[src/rtl/tccw_pkg.sv]
// ----------------------------------------------------------------------------
// tccw_pkg: shared definitions for the text console cell writer
// Screen geometry, field widths, controller states and the command/status
// structs that join the controller and the datapath.
// ----------------------------------------------------------------------------
package tccw_pkg;

  // screen geometry
  localparam int COLUMNS    = 80;
  localparam int ROWS       = 25;
  localparam int CELL_COUNT = ROWS * COLUMNS;

  // internal widths
  localparam int ADDR_W = $clog2(CELL_COUNT);       // memory index
  localparam int CNT_W  = $clog2(CELL_COUNT + 1);   // sweep counter, reaches CELL_COUNT
  localparam int ROW_W  = $clog2(ROWS + 1);         // row may equal ROWS (scroll pending)
  localparam int COL_W  = $clog2(COLUMNS);

  // fixed field widths
  localparam int CHAR_W   = 8;
  localparam int COLOR_W  = 8;
  localparam int RADDR_W  = 11;
  localparam int CELL_W   = 16;
  localparam int OROW_W   = 5;
  localparam int OCOL_W   = 7;
  localparam int IN_TDATA_W  = 24;
  localparam int OUT_TDATA_W = 32;

  // codes
  localparam logic [CHAR_W-1:0]  NEWLINE_CODE = 8'd10;
  localparam logic [CELL_W-1:0]  BLANK_CELL   = 16'h0720;
  localparam logic [COLOR_W-1:0] COLOR_RESET  = 8'd7;
  localparam logic               FUNC_PUT     = 1'b0;
  localparam logic               FUNC_READ    = 1'b1;

  typedef enum logic [2:0] {
    ST_CLEAR,
    ST_IDLE,
    ST_DISPATCH,
    ST_SCROLL,
    ST_PUT,
    ST_EMIT
  } state_t;

  // controller to datapath
  typedef struct packed {
    logic accept;        // latch the input item
    logic clear_step;    // write one blank cell of the power-up sweep
    logic read_issue;    // read the addressed cell
    logic scroll_start;  // arm the row copy sweep
    logic scroll_step;   // one copy sweep cycle
    logic put_do;        // apply the put to screen and cursor
    logic emit;          // load the output register
  } ctrl_cmd_t;

  // datapath to controller
  typedef struct packed {
    logic clear_last;
    logic item_is_read;
    logic scroll_pending;
    logic scroll_done;
    logic out_free;
  } dp_status_t;

endpackage

[src/rtl/tccw_ctrl.sv]
// ----------------------------------------------------------------------------
// tccw_ctrl: controller state machine
// Sequences the power-up clear, item dispatch, scroll copy, put and result.
// ----------------------------------------------------------------------------
module tccw_ctrl
  import tccw_pkg::*;
(
  input  logic       clk,
  input  logic       rst,
  input  logic       in_valid,
  output logic       in_ready,
  input  dp_status_t status,
  output ctrl_cmd_t  cmd
);

  state_t state;
  state_t state_next;

  // state register
  always_ff @(posedge clk) begin
    if (rst) begin
      state <= ST_CLEAR;
    end else begin
      state <= state_next;
    end
  end

  // next state
  always_comb begin
    state_next = state;
    unique case (state)
      ST_CLEAR: begin
        if (status.clear_last) state_next = ST_IDLE;
      end
      ST_IDLE: begin
        if (in_valid) state_next = ST_DISPATCH;
      end
      ST_DISPATCH: begin
        if (status.item_is_read) begin
          state_next = ST_EMIT;
        end else if (status.scroll_pending) begin
          state_next = ST_SCROLL;
        end else begin
          state_next = ST_EMIT;
        end
      end
      ST_SCROLL: begin
        if (status.scroll_done) state_next = ST_PUT;
      end
      ST_PUT: begin
        state_next = ST_EMIT;
      end
      ST_EMIT: begin
        if (status.out_free) state_next = ST_IDLE;
      end
      default: state_next = ST_IDLE;
    endcase
  end

  // outputs
  always_comb begin
    cmd      = '0;
    in_ready = 1'b0;
    unique case (state)
      ST_CLEAR: begin
        cmd.clear_step = 1'b1;
      end
      ST_IDLE: begin
        in_ready   = 1'b1;
        cmd.accept = in_valid;
      end
      ST_DISPATCH: begin
        if (status.item_is_read) begin
          cmd.read_issue = 1'b1;
        end else if (status.scroll_pending) begin
          cmd.scroll_start = 1'b1;
        end else begin
          cmd.put_do = 1'b1;
        end
      end
      ST_SCROLL: begin
        cmd.scroll_step = 1'b1;
      end
      ST_PUT: begin
        cmd.put_do = 1'b1;
      end
      ST_EMIT: begin
        cmd.emit = status.out_free;
      end
      default: begin
        cmd = '0;
      end
    endcase
  end

endmodule

[config.mk]
export PLATFORM = sky130hd
export DESIGN_NAME = tccw_ctrl
export DESIGN_NICKNAME = d
export VERILOG_FILES = /design/src/rtl/tccw_pkg.sv /design/src/rtl/tccw_ctrl.sv
export SDC_FILE = /design/constraint.sdc
export NUM_CORES = 1
export LEC_CHECK = 0
export BUFFER_PORTS_ARGS = -buffer_cell sky130_fd_sc_hd__buf_2
export CORE_AREA = 2 2 39 41
export DETAILED_ROUTE_END_ITERATION = 16
export DIE_AREA = 0 0 41 43
export MAX_ROUTING_LAYER = met4
export REMOVE_ABC_BUFFERS = 1
export SYNTH_ARGS = -nofsm -noshare
export SYNTH_HDL_FRONTEND = slang
export SYNTH_SLANG_ARGS = --single-unit
[constraint.sdc]
create_clock -name clk -period 1.1 [get_ports clk]
set_input_delay 0.055 -clock clk [delete_from_list [all_inputs] [get_ports clk]]
set_output_delay 0.055 -clock clk [all_outputs]
set_load 0.01 [all_outputs]
# ---- Word-level counts from Yosys, hierarchy flattened
# Index checks and enable logic that the tools add are counted.
dict set report word_totals {
  word_cells 31
  latchBits 0
  ram_bits 0
  reg_bits 3
  memories 0
  input_bits 8
  romBits 0
}
dict set report op_classes {
  add_sub_neg 0
  n_reduce_logical 2
  shift 0
  bitwise 0
  multipliers 0
  n_div 0
  mux 19
  eq_ne 9
  magnitude_cmp 0
}
# op n
set ops {}
lappend ops {{3-bit two-way mux} 6}
lappend ops {{3-bit one-hot mux with 6 select lines} 1}
lappend ops {{1-bit two-way mux} 10}
lappend ops {{2-bit inequality test (second input constant)} 4}
lappend ops {{3-bit by 2-bit == test with 1-bit output (second input constant)} 2}
lappend ops {{3-bit == test (second input constant)} 2}
lappend ops {{4-bit AND reduction} 1}
lappend ops {{3-bit by 1-bit == test with 1-bit output (second input constant)} 1}
lappend ops {{3-bit zero test} 1}
lappend ops {{2-bit two-way mux} 1}
lappend ops {{1-bit one-hot mux with 2 select lines} 1}

# ---- Depth between registers and ports, before layout
# Gate-level depths: netlist of run 1.
dict set report depth {
  depth_word 3
  depth_mapped 4
  ltp_nobuf 3
}

# ---- Worst setup path after synthesis of run 1
# No wires, ideal clock.
dict set report synth_timing {
  path_type {register to register}
  from {register state[1]}
  to {register state[2]}
  path_stages_with_launch 5
  n_path_buf 1
  period_less_slack_ns 1.125
  t_arrival_ns 1.055
  path_slack_ns -0.025
  required_time_ns 1.030
  path_cell_list {dfxtp_1 -> buf_4 -> inv_2 -> or4_1 -> a21oi_1}
}
dict set report synth_between {
  elab_chain_cells 3
  elab_cells_between_ends 12
}
# element line
set synth_lines {}
lappend synth_lines {{start: declaration} tccw_ctrl.sv:16} ;# state_t state;
lappend synth_lines {{start signal: assignment} tccw_ctrl.sv:24} ;# state <= state_next;
lappend synth_lines {{3-bit by 2-bit == test with 1-bit output, or another cell as far along} tccw_ctrl.sv:31} ;# unique case (state)
lappend synth_lines {{2-bit inequality test (no source line)} --}
lappend synth_lines {{4-bit AND reduction (no source line)} --}
# Parallel ways exist; a longest one is shown, timed or not.
# A chain may end at the register's enable or synchronous reset.

==> results of run 1 <==
[power by group]
group          total (mW)  switching [mW]  internal (mW)  leakage, nW
clock               0.188          0.0520          0.136       0.0150
combinational       0.125          0.0603         0.0646        0.162
sequential          0.128          0.0107          0.117       0.0264
[layout make-up]
| type | instances | area, um2 |
|---|---|---|
| tap | 16 | 20.0 |
| multi-input combinational | 28 | 174 |
| timing repair buffer | 20 | 120 |
| inverter | 1 | 3.75 |
| clock buffer | 4 | 26.3 |
| fill | 161 | 971 |
| sequential | 3 | 68.8 |
[synth_stat cells, drive strengths merged]
library cell	count
or4	1
buf	1
nand3	1
nor2b	2
nand2b	3
nor3	2
a21oi	4
nor3b	1
nand2	4
nor2	6
o21ba	1
and3	2
dfxtp	3
nor4	1
inv	1
[kinds of logic after synthesis]
family / synth area share
and+or+nand+nor: 0.537
AOI/OAI and AO/OA: 0.137
DFF: 0.274
buffers and inverters: 0.0514
[repair_timing]
item | 4_1_cts | 5_1_grt
hold endpoints to repair | 0 | 0
buffers inserted | 2 | 0
resized for setup | 8 | 6
pin swaps | 2 | 0
hold buffers | 0 | 0
setup endpoints to repair | 7 | 9
[layout by cell type (no fill, tap or decap), types with 2 or more instances in the layout]
master    synthesis  layout
a21oi_1           4       2
a21oi_2           0       2
and3_1            2       2
buf_2             0      15
buf_4             1       3
buf_6             0       2
clkbuf_4          0       3
dfxtp_4           0       2
nand2_1           4       4
nand2b_1          3       3
nor2_1            6       5
[through the flow]
step	setup slack, ns	std cells	hold WS, ns
floorplan	-0.0455	32	0.124
global placement	-0.0148	66	0.258
detailed placement	0.00333	66	0.262
CTS	-0.0693	72	0.00681
global route	-0.123	72	0.0145
finish	-0.0492	72	0.0153
[routing by layer]
metal | track usage | up-vias | part of all wire
met3 | 0.0314 | 0 | 0.090
li1 | - | 158 | -
met1 | 0.0799 | 136 | 0.36
met2 | 0.147 | 8 | 0.55
met4 | 0.0600 | 0 | 0
met5 | - | - | 0
[path summary, 6_finish.rpt]
path                    startpoint                    end  slack, ns
max          state[1]$_SDFFE_PP0P_                 cmd[3]      -0.05
min                            rst  state[2]$_SDFFE_PP0P_       0.02
max reg2reg  state[1]$_SDFFE_PP0P_  state[1]$_SDFFE_PP0P_      -0.04
min reg2reg  state[2]$_SDFFE_PP0P_  state[2]$_SDFFE_PP0P_       0.54
==> run metrics, run 1 <==
Clock Latency Late Sink 0.23 ns; crit path buf inv count 2; initial antenna violation count 0; vias in the first global route 286; Area Overhead vs Synth 88.6%; final WL ~660 um; total track usage 0.0893; Crit path max-delay family flip-flops; area share of the largest cell type after synthesis 0.274; dominant cell type by area after synthesis dfxtp_1; Setup Viol. Count Final 4; Hold Crit Depth 2; initial core utilization 0.158; final worst slack -0.0492 ns; vias per inst about 4.2; I/O pins 16; Design Area, Final 413 um2; Yosys reg bits 3; setup_tns -0.134 ns; Cell variety after synth 15; clock tree from TritonCTS yes; top cells by area, synth dfxtp_1 (27%), nor2_1 (10%), a21oi_1 (9.1%), nand2b_1 (8.6%), nand2_1 (6.9%); first-pass GRT wire length 1010 um; clock transition at the registers of the reported paths 0.03 ns; area post-placement between 300 and 400 um2; die span in y 43 um; maximum clock path buffer count 2; Req. time, crit path 1.04 ns; placeable core area 1380 um2; Data arrival, critical path 1.09 ns; Port Buffer Count 15; power consumption ~440 uW; Final #Nets 65; biggest registers after layout state: 3 flops; antenna-violating nets left 0; Overflow after GRT 0; Final Hold Fails 0; Worst Setup Path Type reg2out; final worst-path cycle share 1.04; H-tree depth 1; critical-path cell list buf_6 -> nor2b_4 -> and3_1 -> buf_2; initial drt markers 1; worst vdd ir 0.000431 V; RSZ-0062 raised after global routing true; Max Slew Vio Count 0; Worst path max stage delay 0.33 ns; ANT cells 0; syn_area_per_cell roughly 6.6 um2; Root Driver clkbuf_4; Worst path depth 4; slowest stage cell, crit path dfxtp_2; max reg flops 3; Final min period about 1.1 ns; Max Cap Violations 0; Final Skew 0.00108 ns; CTS Sinks 3; Slew HR 0.849; Seq/Total Area, Yosys 0.274; Max Clk Rate 870 MHz; via count roughly 300; Worst Setup Start Kind register; DR WL/cell between 9 and 10 um; CP Max Fanout 4; Critical Path Sink Type output port; worst-margin pin slew 0.225 ns; failing checks negative setup slack; Cells after Synth 33; Rows 14; Die Area 1760 um2; R2R cell count 5; status finished with violations; Final Wtd Congestion 0.709; leakage 0.204 nW; share of cells above drive strength 1 0.589; worst min path class in2reg; DRC Markers 0; largest net degree at the start of global routing 9; die width 41 um; Largest Register state; power per cell area around 1100 nW/um2; Netlist Area Pre-Place 219 um2; total CTS buffers 3; yosys warns 0; drt first pass iters 2; final core utilization 0.298
No activity file was read; power rests on OpenSTA's default activity.
==> run 2: changes to the inputs <==
- REMOVE_ABC_BUFFERS: 1 -> unset
==> run metrics, run 2 (same netlist as run 1, synthesis figures left out) <==
status finished with violations; failing checks negative setup slack; Port Buffer Count 15 (unchanged); clock tree from TritonCTS yes; Max Cap Violations 0 (unchanged); Max Clk Rate 883 MHz (+1.5%); Worst path max stage delay 0.54 ns (+0.21 ns); most frequent cells in the layout buf_2 (13), nor2_1 (5), buf_6 (5), clkbuf_4 (3), buf_4 (3); Setup Viol. Count Final 2 (-2); Final min period 1.13 ns (-0.0170 ns); first-pass GRT wire length 1040 um (+2.7%); Area Overhead vs Synth 118%; Final Wtd Congestion 0.682 (-3.8%); via count 311 (+3.0%); Worst Setup Start Kind register; die width 41 um (unchanged); power consumption 475 uW (+7.9%); Overflow after GRT 0 (unchanged); vias in the first global route 269 (-5.9%); leakage 0.216 nW (+6.1%); Worst Setup Path Type reg2reg; max reg flops 3 (unchanged); placeable core area 1380 um2 (unchanged); most common cell after layout, fill and taps aside buf_2; power per cell area 997 nW/um2 (-6.5%); maximum clock path buffer count 2 (unchanged); final worst-path cycle share 1.03 (-0.0154); initial antenna violation count 0 (unchanged); Inst Count DP 67 (+1.5%); I/O pins 16 (unchanged); ANT cells 0 (unchanged); DRC Markers 0 (unchanged); Req. time, crit path 1.26 ns (+0.22 ns); antenna-violating nets left 0 (unchanged); Largest Register state; slowest stage cell, crit path or4_4; drt first pass iters 4 (+2); vias per inst 4.26 (+1.6%); Final Hold Fails 0 (unchanged); H-tree depth 1 (unchanged); Rows 14 (unchanged); Max Slew Vio Count 0 (unchanged); CTS Sinks 3 (unchanged); Die Area 1760 um2 (unchanged); Clock Latency Late Sink 0.23 ns (about the same); final core utilization 0.344 (+0.0461); share of cells above drive strength 1 0.702 (+0.112); Root Driver clkbuf_4; Data arrival, critical path 1.29 ns (+0.20 ns); Post-Syn Nets a little over 40; biggest registers after layout state: 3 flops; final WL 770 um (+17%); initial core utilization 0.158 (unchanged); Final Skew 0.000749 ns (-0.000326 ns); worst vdd ir 0.000398 V (-7.7%); worst-margin pin slew 0.227 ns (+0.00224 ns); final worst slack -0.0322 ns (+0.0170 ns); initial drt markers 4 (+3); total track usage 0.0945 (+0.00513); largest net degree at the start of global routing 9 (unchanged); CP Max Fanout 8 (+4); clock transition at the registers of the reported paths 0.03 ns (about the same); Slew HR 0.847 (-0.00151); Post-DP HPWL 518 um; total CTS buffers 3 (unchanged); DR WL/cell 10.5 um (+15%); final std cells w/o fill 73 (+1.4%); Critical Path Sink Type register; Final #Nets 66 (+1.5%); critical-path cell list or4_4 -> a21oi_2; RSZ-0062 raised after global routing true; worst min path class in2reg; # fillers 159 (-1.2%); die span in y 43 um (unchanged)
## run 2: metrics by stage
step                      setup TNS, ns  hold WS [ns]  instance area (um2)  setup slack (ns)
after floorplan                 -0.0196         0.124                  223           -0.0196
after global placement                0         0.251                  337            0.0334
after detailed placement        -0.0132         0.259                  337           -0.0132
after CTS                       -0.0797       0.00639                  419           -0.0234
after global routing             -0.438       0.00707                  477           -0.0712
final                           -0.0425        0.0136                  477           -0.0322
## run 2: cell type report
type,instances,area (um2),area share
multi-input combinational,28,214,0.449
sequential,3,68.8,0.144
timing repair buffer,21,144,0.302
inverter,1,3.75,0.00787
clock buffer,4,26.3,0.0551
tap,16,20.0,0.0420
## run 2: where the power goes
group / total, mW / internal (mW) / switching (mW) / leakage [nW]
Sequential: 0.129 / 0.116 / 0.0128 / 0.0264
Combinational: 0.155 / 0.0823 / 0.0726 / 0.175
Clock: 0.191 / 0.136 / 0.0555 / 0.0150
Total: 0.475 / 0.334 / 0.141 / 0.216
## run 2: worst paths after layout
kind | startpoint | endpoint | slack, ns | cells past startpoint
max | state[2]$_SDFFE_PP0P_ | state[2]$_SDFFE_PP0P_ | -0.03 | 2
min | rst | state[2]$_SDFFE_PP0P_ | 0.01 | 2
max reg2reg | state[2]$_SDFFE_PP0P_ | state[2]$_SDFFE_PP0P_ | -0.03 | 2
min reg2reg | state[2]$_SDFFE_PP0P_ | state[2]$_SDFFE_PP0P_ | 0.57 | 2
## run 2: worst max-delay path: cells and delay by family (launching register included)
family | cells | cell delay (ns)
AOI/OAI and AO/OA | 1 | 0.14
DFF | 1 | 0.38
and+or+nand+nor | 1 | 0.54
## run 2: timing repair
item	4_1_cts	5_1_grt
pin swaps	3	4
buffers inserted	1	1
setup endpoints to repair	8	9
gates resized for setup	12	14
hold buffers	0	0
## run 2: layer usage
layer  up-vias  GRT usage  part of all wire
li1        162          -                 -
met1       134      0.105              0.38
met2        15      0.119              0.51
met3         0     0.0785              0.10
met4         0     0.0400                 0
met5         -          -                 0
